**config.mk**
```make
export PLATFORM = sky130hd
export DESIGN_NAME = encoder_knob_level_selector
export DESIGN_NICKNAME = d
export VERILOG_FILES = /design/src/hdl/ekls_pkg.sv /design/src/hdl/ekls_quad_decoder.sv /design/src/hdl/ekls_level_ctrl.sv /design/src/hdl/encoder_knob_level_selector.sv
export SDC_FILE = /design/constraint.sdc
export NUM_CORES = 1
export LEC_CHECK = 0
export BUFFER_PORTS_ARGS = -buffer_cell sky130_fd_sc_hd__buf_2
export CELL_PAD_IN_SITES_DETAIL_PLACEMENT = 1
export CELL_PAD_IN_SITES_GLOBAL_PLACEMENT = 1
export CORE_MARGIN = 1
export CORE_UTILIZATION = 30
export CTS_CLUSTER_DIAMETER = 150
export DETAILED_ROUTE_END_ITERATION = 7
export GPL_ROUTABILITY_DRIVEN = 1
export GPL_TIMING_DRIVEN = 1
export PLACE_DENSITY_LB_ADDON = 0.1
export SYNTH_ARGS = -nofsm -noshare
export SYNTH_HDL_FRONTEND = slang
export SYNTH_HIERARCHICAL = 1
export SYNTH_SLANG_ARGS = --single-unit
export TNS_END_PERCENT = 10
```
**constraint.sdc**
```tcl
create_clock -name aclk -period 6.6 [get_ports aclk]
set_input_delay 0.33 -clock aclk [delete_from_list [all_inputs] [get_ports aclk]]
set_output_delay 0.33 -clock aclk [all_outputs]
set_load 0.05 [all_outputs]
```
**src/hdl/ekls_pkg.sv**
```systemverilog
// shared types, constants and the quadrature transition function for the knob selector
`timescale 1ns / 1ps
`default_nettype none

package ekls_pkg;

    // field widths
    localparam int LEVEL_W  = 7;
    localparam int NUM_LEDS = 4;
    localparam int SEL_W    = 2;
    localparam int SUM_W    = 4;
    localparam int CFG_W    = 7;
    localparam int IN_W     = 8;
    localparam int OUT_W    = 40;

    // configuration register indexes
    localparam logic CFG_STEP_SIZE = 1'b0;
    localparam logic CFG_MAX_LEVEL = 1'b1;

    // configuration reset values
    localparam logic [CFG_W-1:0] STEP_SIZE_RST = 7'd10;
    localparam logic [CFG_W-1:0] MAX_LEVEL_RST = 7'd100;

    // detent direction codes
    localparam logic signed [1:0] DIR_NONE = 2'sb00;
    localparam logic signed [1:0] DIR_CW   = 2'sb01;
    localparam logic signed [1:0] DIR_CCW  = 2'sb11;

    // phase pair where both pins rest high
    localparam logic [1:0] PHASE_REST = 2'b11;

    // accumulator value that marks a full detent
    localparam logic signed [SUM_W-1:0] DETENT_CW  = 4'sd4;
    localparam logic signed [SUM_W-1:0] DETENT_CCW = -4'sd4;

    // accumulator bounds
    localparam logic signed [SUM_W:0] SUM_MAX = 5'sd7;
    localparam logic signed [SUM_W:0] SUM_MIN = -5'sd8;

    // status shown with every result
    typedef struct packed {
        logic                               menu_mode;
        logic [SEL_W-1:0]                   selection;
        logic [NUM_LEDS-1:0][LEVEL_W-1:0]   levels;
    } knob_status_t;

    // transition table: previous pair by current pair, diagonal jumps count zero
    function automatic logic signed [1:0] trans_delta(
        input logic [1:0] prev_phase,
        input logic [1:0] now_phase
    );
        logic signed [1:0] delta;
        unique case ({prev_phase, now_phase})
            4'b0001, 4'b0111, 4'b1000, 4'b1110: delta = DIR_CW;
            4'b0010, 4'b0100, 4'b1011, 4'b1101: delta = DIR_CCW;
            default:                            delta = DIR_NONE;
        endcase
        return delta;
    endfunction

endpackage

`default_nettype wire

```
**src/hdl/ekls_quad_decoder.sv**
```systemverilog
// quadrature decoder: transition accumulator and detent detection at the rest state
`timescale 1ns / 1ps
`default_nettype none

module ekls_quad_decoder
    import ekls_pkg::*;
(
    input  wire logic              aclk,
    input  wire logic              aresetn,
    input  wire logic              advance,
    input  wire logic [1:0]        phase_now,
    output logic signed [1:0]      step_dir
);

    logic [1:0]                previous_phase_reg;
    logic [1:0]                previous_phase_next;
    logic signed [SUM_W-1:0]   transition_sum_reg;
    logic signed [SUM_W-1:0]   transition_sum_next;
    logic signed [SUM_W:0]     sum_wide;
    logic signed [1:0]         delta;

    // accumulate the table step, saturate, check for a detent on return to rest
    always_comb begin
        delta               = trans_delta(previous_phase_reg, phase_now);
        sum_wide            = {transition_sum_reg[SUM_W-1], transition_sum_reg}
                            + {{(SUM_W-1){delta[1]}}, delta};
        previous_phase_next = previous_phase_reg;
        transition_sum_next = transition_sum_reg;
        step_dir            = DIR_NONE;
        if (phase_now != previous_phase_reg) begin
            previous_phase_next = phase_now;
            if (sum_wide > SUM_MAX) begin
                transition_sum_next = SUM_MAX[SUM_W-1:0];
            end else if (sum_wide < SUM_MIN) begin
                transition_sum_next = SUM_MIN[SUM_W-1:0];
            end else begin
                transition_sum_next = sum_wide[SUM_W-1:0];
            end
            if (phase_now == PHASE_REST) begin
                if (transition_sum_next == DETENT_CW) begin
                    step_dir = DIR_CW;
                end else if (transition_sum_next == DETENT_CCW) begin
                    step_dir = DIR_CCW;
                end
                transition_sum_next = '0;
            end
        end
    end

    // decoder state
    always_ff @(posedge aclk) begin
        if (!aresetn) begin
            previous_phase_reg <= PHASE_REST;
            transition_sum_reg <= '0;
        end else if (advance) begin
            previous_phase_reg <= previous_phase_next;
            transition_sum_reg <= transition_sum_next;
        end
    end

endmodule

`default_nettype wire

```
**src/hdl/ekls_level_ctrl.sv**
```systemverilog
// mode toggle, selection index and clamped level update for the four leds
`timescale 1ns / 1ps
`default_nettype none

module ekls_level_ctrl
    import ekls_pkg::*;
(
    input  wire logic               aclk,
    input  wire logic               aresetn,
    input  wire logic               advance,
    input  wire logic signed [1:0]  step_dir,
    input  wire logic               button_press,
    input  wire logic [CFG_W-1:0]   step_size,
    input  wire logic [CFG_W-1:0]   max_level,
    output knob_status_t            status_next
);

    knob_status_t           status_reg;
    logic [LEVEL_W-1:0]     sel_level;
    logic [LEVEL_W:0]       up_sum;
    logic [LEVEL_W-1:0]     up_val;
    logic [LEVEL_W-1:0]     down_diff;
    logic [LEVEL_W-1:0]     down_val;

    // candidate levels for both directions, clamped to 0..max_level
    always_comb begin
        sel_level = status_reg.levels[status_reg.selection];
        up_sum    = {1'b0, sel_level} + {1'b0, step_size};
        down_diff = (sel_level < step_size) ? '0 : (sel_level - step_size);
        up_val    = (up_sum > {1'b0, max_level}) ? max_level : up_sum[LEVEL_W-1:0];
        down_val  = (down_diff > max_level) ? max_level : down_diff;
    end

    // next status: press toggles first, then the detent applies
    always_comb begin
        status_next           = status_reg;
        status_next.menu_mode = status_reg.menu_mode ^ button_press;
        if (step_dir != DIR_NONE) begin
            if (status_next.menu_mode) begin
                status_next.selection = status_reg.selection + {step_dir[1], 1'b1};
            end else if (step_dir == DIR_CW) begin
                status_next.levels[status_reg.selection] = up_val;
            end else begin
                status_next.levels[status_reg.selection] = down_val;
            end
        end
    end

    // knob status state
    always_ff @(posedge aclk) begin
        if (!aresetn) begin
            status_reg.menu_mode <= 1'b1;
            status_reg.selection <= '0;
            status_reg.levels    <= '0;
        end else if (advance) begin
            status_reg <= status_next;
        end
    end

endmodule

`default_nettype wire

```
**src/hdl/encoder_knob_level_selector.sv**
```systemverilog
// top level of the encoder knob level selector: input stage, config registers, result stage
//
//  channel   dir  width  fields (lowest bit up)
//  s_axis    in   8      phase_a, phase_b, button_press, zero pad
//  m_axis    out  40     step_direction[2], menu_mode, selected_led[2],
//                        level_zero..level_three[7 each], zero pad
//  cfg       in   7      index 0 step_size, index 1 max_level
//
//  one sample per cycle sustained while results are taken; a sample passes through the input
//  register, then the result register after the decode/update logic
//  synchronous active-low reset; all knob state returns to rest, menu mode, levels zero
//  a held result stalls the input register, which then holds off s_tready
`timescale 1ns / 1ps
`default_nettype none

module encoder_knob_level_selector
    import ekls_pkg::*;
(
    input  wire logic               aclk,
    input  wire logic               aresetn,
    // phase_a, phase_b, button_press, zero pad
    input  wire logic [IN_W-1:0]    s_tdata,
    input  wire logic               s_tvalid,
    output logic                    s_tready,
    // step_direction, menu_mode, selected_led, level_zero..level_three, zero pad
    output logic [OUT_W-1:0]        m_tdata,
    output logic                    m_tvalid,
    input  wire logic               m_tready,
    input  wire logic               cfg_wr_en,
    input  wire logic               cfg_addr,
    input  wire logic [CFG_W-1:0]   cfg_wdata
);

    logic                   in_valid_reg;
    logic [2:0]             in_data_reg;
    logic                   m_tvalid_reg;
    logic                   m_tvalid_next;
    logic [OUT_W-1:0]       m_tdata_reg;
    logic [OUT_W-1:0]       m_tdata_next;
    logic [CFG_W-1:0]       step_size_reg;
    logic [CFG_W-1:0]       max_level_reg;
    logic                   advance;
    logic signed [1:0]      step_dir;
    knob_status_t           status_next;

    // an item moves into the result register when that register is free or draining
    assign advance  = in_valid_reg && (!m_tvalid_reg || m_tready);
    assign s_tready = !in_valid_reg || advance;
    assign m_tvalid = m_tvalid_reg;
    assign m_tdata  = m_tdata_reg;

    // configuration registers
    always_ff @(posedge aclk) begin
        if (!aresetn) begin
            step_size_reg <= STEP_SIZE_RST;
            max_level_reg <= MAX_LEVEL_RST;
        end else if (cfg_wr_en) begin
            unique case (cfg_addr)
                CFG_STEP_SIZE: step_size_reg <= cfg_wdata;
                CFG_MAX_LEVEL: max_level_reg <= cfg_wdata;
            endcase
        end
    end

    // input register
    always_ff @(posedge aclk) begin
        if (!aresetn) begin
            in_valid_reg <= 1'b0;
        end else if (s_tready) begin
            in_valid_reg <= s_tvalid;
        end
    end

    always_ff @(posedge aclk) begin
        if (s_tvalid && s_tready) begin
            in_data_reg <= s_tdata[2:0];
        end
    end

    ekls_quad_decoder u_decoder (
        .aclk      (aclk),
        .aresetn   (aresetn),
        .advance   (advance),
        .phase_now ({in_data_reg[0], in_data_reg[1]}),
        .step_dir  (step_dir)
    );

    ekls_level_ctrl u_level_ctrl (
        .aclk         (aclk),
        .aresetn      (aresetn),
        .advance      (advance),
        .step_dir     (step_dir),
        .button_press (in_data_reg[2]),
        .step_size    (step_size_reg),
        .max_level    (max_level_reg),
        .status_next  (status_next)
    );

    // result packing and handshake
    always_comb begin
        m_tvalid_next = m_tvalid_reg;
        if (advance) begin
            m_tvalid_next = 1'b1;
        end else if (m_tready) begin
            m_tvalid_next = 1'b0;
        end
        m_tdata_next = {7'b0,
                        status_next.levels[3], status_next.levels[2],
                        status_next.levels[1], status_next.levels[0],
                        status_next.selection, status_next.menu_mode, step_dir};
    end

    // result register
    always_ff @(posedge aclk) begin
        if (!aresetn) begin
            m_tvalid_reg <= 1'b0;
        end else begin
            m_tvalid_reg <= m_tvalid_next;
        end
    end

    always_ff @(posedge aclk) begin
        if (advance) begin
            m_tdata_reg <= m_tdata_next;
        end
    end

endmodule

`default_nettype wire

```
==> results of run 1 <==
final timing paths:
| check | from | endpoint | slack [ns] | cells after the start |
|---|---|---|---|---|
| worst max-delay path | u_level_ctrl/status_reg[28] | m_tdata[5] | 0.96 | 14 |
| worst min-delay path | s_tdata[0] | in_data_reg[0] | 0.15 | 1 |
| worst max register to register | u_level_ctrl/status_reg[28] | m_tdata[5] | 0.96 | 14 |
| worst min register to register | u_decoder/transition_sum_reg[3] | u_decoder/transition_sum_reg[3] | 0.47 | 2 |
metal layers:
layer / vias to the layer above / track usage
met5: - / 0
met4: 0 / 0.0618
met3: 16 / 0.0284
met2: 84 / 0.292
met1: 2399 / 0.242
li1: 2334 / -
layout make-up:
type,instances,area [um^2],share of cell area
well taps,234,293,0.0449
clock buffers,13,293,0.0449
inverters,29,109,0.0167
clock inverters,3,41.3,0.00633
multi-input cells,468,3350,0.514
repair buffers,55,288,0.0441
flip-flops and latches,89,2140,0.329
power groups by stage:
| stage | registers [uW] | logic, uW | clock network, uW |
|---|---|---|---|
| after detailed placement | 613 | 173 | 0 |
| after global routing | 602 | 190 | 616 |
| after global placement | 612 | 168 | 0 |
| after floorplan | 633 | 110 | 0 |
| after CTS | 600 | 174 | 593 |
| final | 600 | 172 | 575 |
cells in the final DEF (no fill, tap or decap), drive strengths merged, types with 8 or more instances in the layout:
master / netlist / layout
nand4: 10 / 10
a211oi: 12 / 12
a31oi: 21 / 21
ha: 38 / 38
nor2: 54 / 54
nand3: 17 / 17
and2: 10 / 10
mux2i: 14 / 14
buf: 18 / 55
inv: 29 / 30
dfxtp: 53 / 53
nand2b: 10 / 10
nand2: 30 / 30
o211ai: 11 / 11
o21a: 8 / 8
nor2b: 13 / 13
clkbuf: 16 / 13
mux4: 8 / 8
nor3: 9 / 9
a21oi: 46 / 46
o21ai: 56 / 56
edfxtp: 36 / 36
mux2: 8 / 8
xnor2: 14 / 14
logic make-up (layout without fill, tap and decap cells):
family | count (synthesis) | after routing | share of synthesized area
AOI/OAI and AO/OA | 190 | 190 | 0.223
DFF | 89 | 89 | 0.372
other | 1 | 7 | 0.000651
buffers and inverters | 63 | 100 | 0.0504
muxes | 30 | 30 | 0.0719
and+or+nand+nor | 182 | 182 | 0.161
adders and majority gates | 42 | 42 | 0.0948
xor gates and xnor gates | 17 | 17 | 0.0259
synthesized netlist by cell type (3+ instances only):
master	instances
a41oi_1	4
nor3_1	9
buf_2	7
edfxtp_1	36
a21o_1	4
o221a_2	4
nand2b_1	10
nand2_1	28
nor2b_1	13
o211a_1	5
and2_1	9
o21ai_0	53
nand4_1	10
a31oi_1	21
ha_1	38
xnor2_1	14
nor2_1	54
a211oi_1	10
nor3b_1	3
xor2_1	3
mux2i_1	14
clkbuf_1	16
buf_4	8
a21oi_1	44
inv_1	28
nor4_1	5
and3_1	4
mux2_2	8
mux4_2	7
o211ai_1	11
fa_1	3
nand3_1	17
dfxtp_1	53
a21boi_0	5
o21a_1	7
nand3b_1	4
or2_2	6
metrics by stage:
stage | power [uW] | util | cells
6_report | 1350 | 0.347 | 891
3_5_place_dp | 785 | 0.330 | 875
5_1_grt | 1410 | 0.347 | 891
4_1_cts | 1370 | 0.347 | 891
3_3_place_gp | 780 | 0.330 | 875
2_1_floorplan | 743 | - | 620
==> run summary, run 1 <==
The flow ran to the end, and the final reports show no timing, DRC or antenna violations. The cell area after layout is 6520 um^2. The maximum number of pins on one net before global-route repair is 62. The critical path goes through mux4_2 > ha_1 > nor2_1 > a221oi_4 > nand2_1 > xnor2_1 > ha_1 > a21o_1 > a21oi_1 > a21oi_1 > a21oi_1 > a21boi_0 > o21ai_0 > a21oi_1. The count of port buffers added during placement came out at 50. The fraction of power spent switching nets is 0.264. The number of setup violations in the final report came out at 0. For this block, the routed nets add up to 17,200 um of wire. In the synthesized netlist the dominant register cell turns out to be dfxtp_1. After synthesis the netlist holds a flip-flop and latch count of 89. The via count of the first global-routing pass came out at 4,873.

The average wire per cell in the routed design is 19.3 um. In the finished design, the share of the clock period the worst path needs comes to 0.854. Relative to the synthesized area, the layout overhead comes to 13.3%. The number of nets with antenna violations after detailed routing came out at 0.

Measured along the x axis, the die boundary spans 141 um. The placement-stage cell area is 6190 um^2. The combinational cell fraction of total power came out at 0.128. The cell family contributing the most delay on the critical path is compound AO/OA/AOI/OAI gates. The power per cell area came out at 207 nW/um^2.

The share of flip-flops with an asynchronous set or reset came out at 0. The standard-cell row count is 50. The average cell area after synthesis came out at 9.38 um^2. The clock insertion delay at the later pin of the skew report came out at 0.35 ns. CTS placed an instance of clkbuf_16 at the clock tree root. Synthesis handed over a netlist of 614 instances. Summed over all nets, the half-perimeter wirelength after detailed placement is 12,900 um. The delay of the slowest cell on the worst path is 0.94 ns. The filler cells instantiated in the layout total 2,176.

The path class of the tightest hold or removal check is primary input to register. The CTS clock-pin slew for the worst setup and hold paths is 0.07 ns. At the placement stage, the worst setup path has a slack of 0.963 ns.

The flip-flop count of the largest register after layout came out at 33. The detailed router finished its first iteration with 214 violations. In this run the post-CTS setup repair buffer count came out at 0. The number of distinct library cell variants in the gate-level netlist after synthesis is 70.

The worst setup path is captured at a register. The number of max-cap violations is 0. Buffers inserted during clock tree synthesis total 9.

The final net count is 714. The effective utilization at floorplan is 0.307. The initial antenna violation count came out at 0. Ranked by total cell area, the synthesized netlist is headed by edfxtp_1 19%, dfxtp_1 18%, ha_1 8.3%. The area inside the core boundary came out at 18,800 um^2. The cell with the most instances on the worst path is a21oi_1. The die span in y came out at 141 um. The arrival time of data at the critical path endpoint came out at 5.73 ns. The highest clock rate is 0.177 GHz.

The routed length on met2 came out at 7980 um. The number of optimization iterations in the first detailed-route pass came out at 4. TritonCTS built the clock tree. Of the synthesized area, sequential elements account for 0.372. The H-tree generated during clock tree synthesis spans 3 levels.

The count of final hold-check violations is 0. The antenna diode instance count came out at 0. The internal portion of total power is 992 uW. The final count of pins violating max slew is 0. The number of buffers and inverters on the critical path came out at 0. The die covers 19,700 um^2.

For this block, wires on met1 add up to 8440 um. The longest clock path from root to sink contains 2 buffers. Summed over all failing endpoints, the final setup total negative slack is 0 ns.

Of the total power, registers draw 0.445. The overall track demand over capacity in global routing is 0.180. The top routing layer in use is met4. The via count is 4,833. Of the post-synthesis cell area, the dominant cell type holds 0.188. STA classifies the critical path startpoint as a register.

Global routing finished with a remaining overflow of 0. Across the VDD grid, the largest voltage drop is 117 uV. Setup repair after global routing left no endpoint under its margin. The highest-delay cell along the critical path is dfxtp_1. 63 I/O pins were placed. The clock network fraction of total power is 0.427. Once routing completed, OpenROAD measured the worst setup slack at 0.961 ns. The routed wire length on met3 is 477 um. The required time of the worst setup path is 6.69 ns.

The hold buffer count at CTS is 0. Counting I/O delays and the setup requirement, the final critical path takes 5.64 ns. The number of flops mapped to enable cells by yosys is 36. The wire length of the first global-routing pass is 27,000 um. After detailed routing, the number of vias per cell comes to 5.42. The standby leakage power came out at 0.00271 uW. The tightest hold path in the finished design has a slack of 0.148 ns. The total of cells resized after clock tree synthesis came out at 0.

The transition time at the pin with the least slew margin is 0.952 ns. The cell area after synthesis is 5760 um^2. The top fanout value on the critical path came out at 16. The clock net sink count came out at 89. The clock skew after layout is 0.00878 ns.

The proportion of layout cells with a drive suffix above 1 came out at 0.174. The DRC violation count after routing came out at 0. The library cell occupying the most area in the post-synthesis netlist is edfxtp_1. The net switching power figure is 355 uW. The headroom to the max-slew limit is 0.365. The number of warning messages in the yosys log came out at 6. At the end of routability-driven placement, the weighted congestion stood at 0.821.

The setup path with the least slack is of type register to register.
Power figures use the tool's default switching activity.
==> run 2, diff against run 1 <==
--- a/config.mk
+++ b/config.mk
@@ -5,6 +5,7 @@
 export SDC_FILE = /design/constraint.sdc
 export NUM_CORES = 1
 export LEC_CHECK = 0
+export ABC_AREA = 1
 export BUFFER_PORTS_ARGS = -buffer_cell sky130_fd_sc_hd__buf_2
 export CELL_PAD_IN_SITES_DETAIL_PLACEMENT = 1
 export CELL_PAD_IN_SITES_GLOBAL_PLACEMENT = 1
==> run 2 against run 1 <==
  * Hold slack better by 0.00064 ns
  * Clock-buffer cell count is 4 lower
  * Utilization is 0.44 points lower
  * Critical path type unchanged
  * Die area is 11% higher
  * Combinational power grew to 3.3 times the previous value
  * Synthesized cell count is 37% higher
  * Clock power is 3% lower
  * Critical endpoint is now m_tdata[26]
  * Power is 30% higher
  * Critical path depth is 10 higher
  * Setup slack better by 0.91 ns
==> run summary, run 2 <==
The depth of the most critical reg-to-reg path came out at 24. The arrival time of data at the critical path endpoint came out at 4.84 ns. The period utilization is 0.717. The TritonCTS clock tree is done. Final hold analysis gives a worst-case slack of 0.148 ns. The synthesized netlist occupies a cell area of 6410 um^2. The number of distinct library cell variants in the gate-level netlist after synthesis came out at 42. In the synthesized netlist, the number of instances is 844. The number of CTS-inserted buffers is 9.

The total of cells resized after clock tree synthesis is 0. CTS saw 89 sinks. Once detail routing completed, the nets flagged for antenna violations numbered 0. The kind of end point of the critical path is a register. Compared with the post-synthesis result, the final layout area differs by 12.1%.

The clock tree synthesis step divided the H-tree into 3 levels. The via count of the first global-routing pass came out at 5,732. The register bit count reported by yosys came out at 89. The average wire per cell in the routed design came out at 16.4 um. The initial antenna violation count came out at 0.

Counting instances, the worst hold path has a depth of 1. The root buffer selected by CTS is clkbuf_16. The commonest cells after synthesis are 146 x nand2_1, 129 x inv_1, 100 x nand3_1.

The worst setup slack after placement came out at 1.86 ns. The worst setup path is of the register to register kind. The library cell used most frequently in the layout, excluding fill and tap cells, is nand2_1. The maximum number of pins on one net before global-route repair came out at 83. The number of max-cap violations is 0. In the layout the commonest cells are 146 x nand2_1, 129 x inv_1, 100 x nand3_1, 53 x dfxtp_1, 50 x buf_2. Including well taps, the total number of placed cells is 1,148. IR analysis of the VDD net gives a maximum drop of 79.8 uV. The final count of pins violating max slew came out at 0. The top fanout value on the critical path is 12. By area the synthesized netlist is led by edfxtp_1 17%, dfxtp_1 17%, nand2_1 8.5%. The number of buffers and inverters on the critical path is 3.

The highest-delay cell along the critical path is ha_1. The share of synthesized area in the top cell type comes to 0.169. The transition time at the pin with the least slew margin is 1.03 ns. The number of flops mapped to enable cells by yosys came out at 36.

The floorplan step set the die height to 148 um. The number of optimization iterations in the first detailed-route pass came out at 4. The clock skew after layout came out at 0.00755 ns. The repair_antennas step left the layout with diodes totalling 0. The total routed wirelength came out at 19,100 um. The average cell area after synthesis is 7.59 um^2. Of all cell types, the one taking the most synthesized area is edfxtp_1. The final worst setup slack is 1.87 ns. The worst setup path is launched from a register. The number of setup violations in the final report came out at 0.

In the routed design, unresolved DRC markers number 0. Once detailed placement completed, the half-perimeter wirelength came to 15,000 um. The portion of the post-synthesis area used by sequential elements came out at 0.334.

In this design, the critical path's most frequently occurring cell is nand2_1. The standby leakage power came out at 0.00345 uW. The final standard cell count with taps included and fillers excluded is 1,164.

After the last flow step, the layout net total stands at 946. The aggregate global routing overflow is 0. The count of port buffers added during placement is 50.

The most numerous cell in the Yosys netlist is nand2_1. The flow ran to the end, and the final reports show no timing, DRC or antenna violations. The first global-routing pass estimated 30,400 um of wire. At the worst endpoint, the required time is 6.71 ns.

Static timing analysis puts the maximum clock frequency at 0.211 GHz. The ratio of routed vias to standard cells came out at 4.79. In this run the critical register-to-register path is captured at m_tdata[26].

The count of final hold-check violations is 0. In this run, post-CTS hold repair placed 0 buffers. The startpoint identified for the worst register-to-register timing path is u_level_ctrl/status_reg[29].

The delay of the slowest cell on the worst path is 0.50 ns. The end point of the worst hold path is in_data_reg[1]. Setup repair after global routing left no endpoint under its margin. The width of the die is 148 um. The worst hold path belongs to the class primary input to register. The flip-flop count of the largest register after layout is 33. The last weighted congestion value of the routability-driven placer came out at 0.833. The effective utilization at floorplan came out at 0.306.

The clock insertion delay at the later pin of the skew report is 0.35 ns. The CTS clock-pin slew for the worst setup and hold paths came out at 0.07 ns. The number of warning messages in the yosys log is 6.

The number of buffers inserted to repair setup after CTS is 0. The origin of the worst min-delay path is s_tdata[1]. The I/O pin count is 63.

The floorplan step defined a die boundary enclosing 22,000 um^2. The routed layout has 5,574 vias. Of the cells placed in the final design, the portion with a size suffix greater than 1 is 0.247. The utilization of the core after routing came out at 0.343. Measured against its own limit, the worst slew margin works out to 0.314.

The power per cell area is 244 nW/um^2. The share of flip-flops with an asynchronous set or reset is 0. The number of DRC violations after detailed-routing iteration 0 is 247. The critical path goes through nor2_4 > inv_2 > nor2_1 > a221oi_1 > o21ai_0 > ha_1 > nand2_1 > nand2_1 > a21oi_1 > nand2_2 > nand3_1 > inv_1 > ha_1 > nand2_1 > nor2_1 > nand3_1 > nand2_2 > nand2_1 > nand3_1 > nand2_1 > nor2_1 > nand2_1 > nand2_1 > inv_1. The maximum clock insertion buffer count is 2. The standard-cell row count came out at 53.

In the synthesized netlist the dominant register cell turns out to be dfxtp_1. The area inside the core boundary came out at 21,000 um^2. The top cell family by delay on the critical path is simple AND/OR/NAND/NOR gates. The setup TNS came out at 0 ns. The overall track demand over capacity in global routing came out at 0.181. For flop-to-flop paths, the worst setup slack is 1.87 ns.

The final critical path time including I/O delays and setup came out at 4.73 ns.
==> run 2: changes by cell type after synthesis, sizes merged, moves of 13 or more <==
cell and delta:
o21ai -16, a31oi -21, nand2 +157, mux2i -14, nand3 +107, a21oi +29, inv +119, nor2b -13
==> run 2: stage by stage <==
step                area (um^2)  total power, uW
floorplan                  6430             1070
global placement           6880             1200
detailed placement         6880             1220
CTS                        7190             1780
global route               7190             1860
finish                     7190             1760
==> run 2: area by class of cell <==
class	count	area, um^2
clock buffer	9	225
tap	275	344
timing repair buffer	52	265
multi-input combinational	582	3560
inverter	150	571
sequential	89	2140
clock inverter	7	83.8
fill	2595	13800
==> run 2: how the worst max path moves through the flow <==
stage | startpoint | endpoint | slack, ns | depth (start not counted)
detailed placement | u_level_ctrl/status_reg[29] | m_tdata[26] | 1.86 | 24
floorplan | u_level_ctrl/status_reg[28] | m_tdata[26] | 2.95 | 27
CTS | u_level_ctrl/status_reg[29] | m_tdata[26] | 1.85 | 24
global placement | u_level_ctrl/status_reg[29] | m_tdata[26] | 1.82 | 24
finish | u_level_ctrl/status_reg[29] | m_tdata[26] | 1.87 | 24
global route | in_data_reg[1] | m_tdata[27] | 1.46 | 23
==> run 2: cells by family after synthesis <==
| group | share of synthesized area |
|---|---|
| XOR/XNOR | 0.00956 |
| adder cells (fa/ha/maj) | 0.0835 |
| AND/OR/NAND/NOR | 0.316 |
| flip-flops | 0.334 |
| other | 0.000585 |
| buffers and inverters | 0.116 |
| AO/OA/AOI/OAI | 0.140 |
==> run 2: report_power, final <==
part	leakage (uW)	total [uW]	switching, uW	internal (uW)
combinational	0.00251	560	406	154
sequential	0.000785	640	27.3	613
clock	0.000149	556	253	302
total	0.00345	1760	687	1070
==> run 2: routing by layer <==
layer | GRT usage | up-vias | share of wire
met5 | 0 | - | 0
met4 | 0.0814 | 0 | 0.033
met3 | 0.0209 | 28 | 0.020
met2 | 0.307 | 69 | 0.48
met1 | 0.229 | 2676 | 0.47
li1 | - | 2801 | -
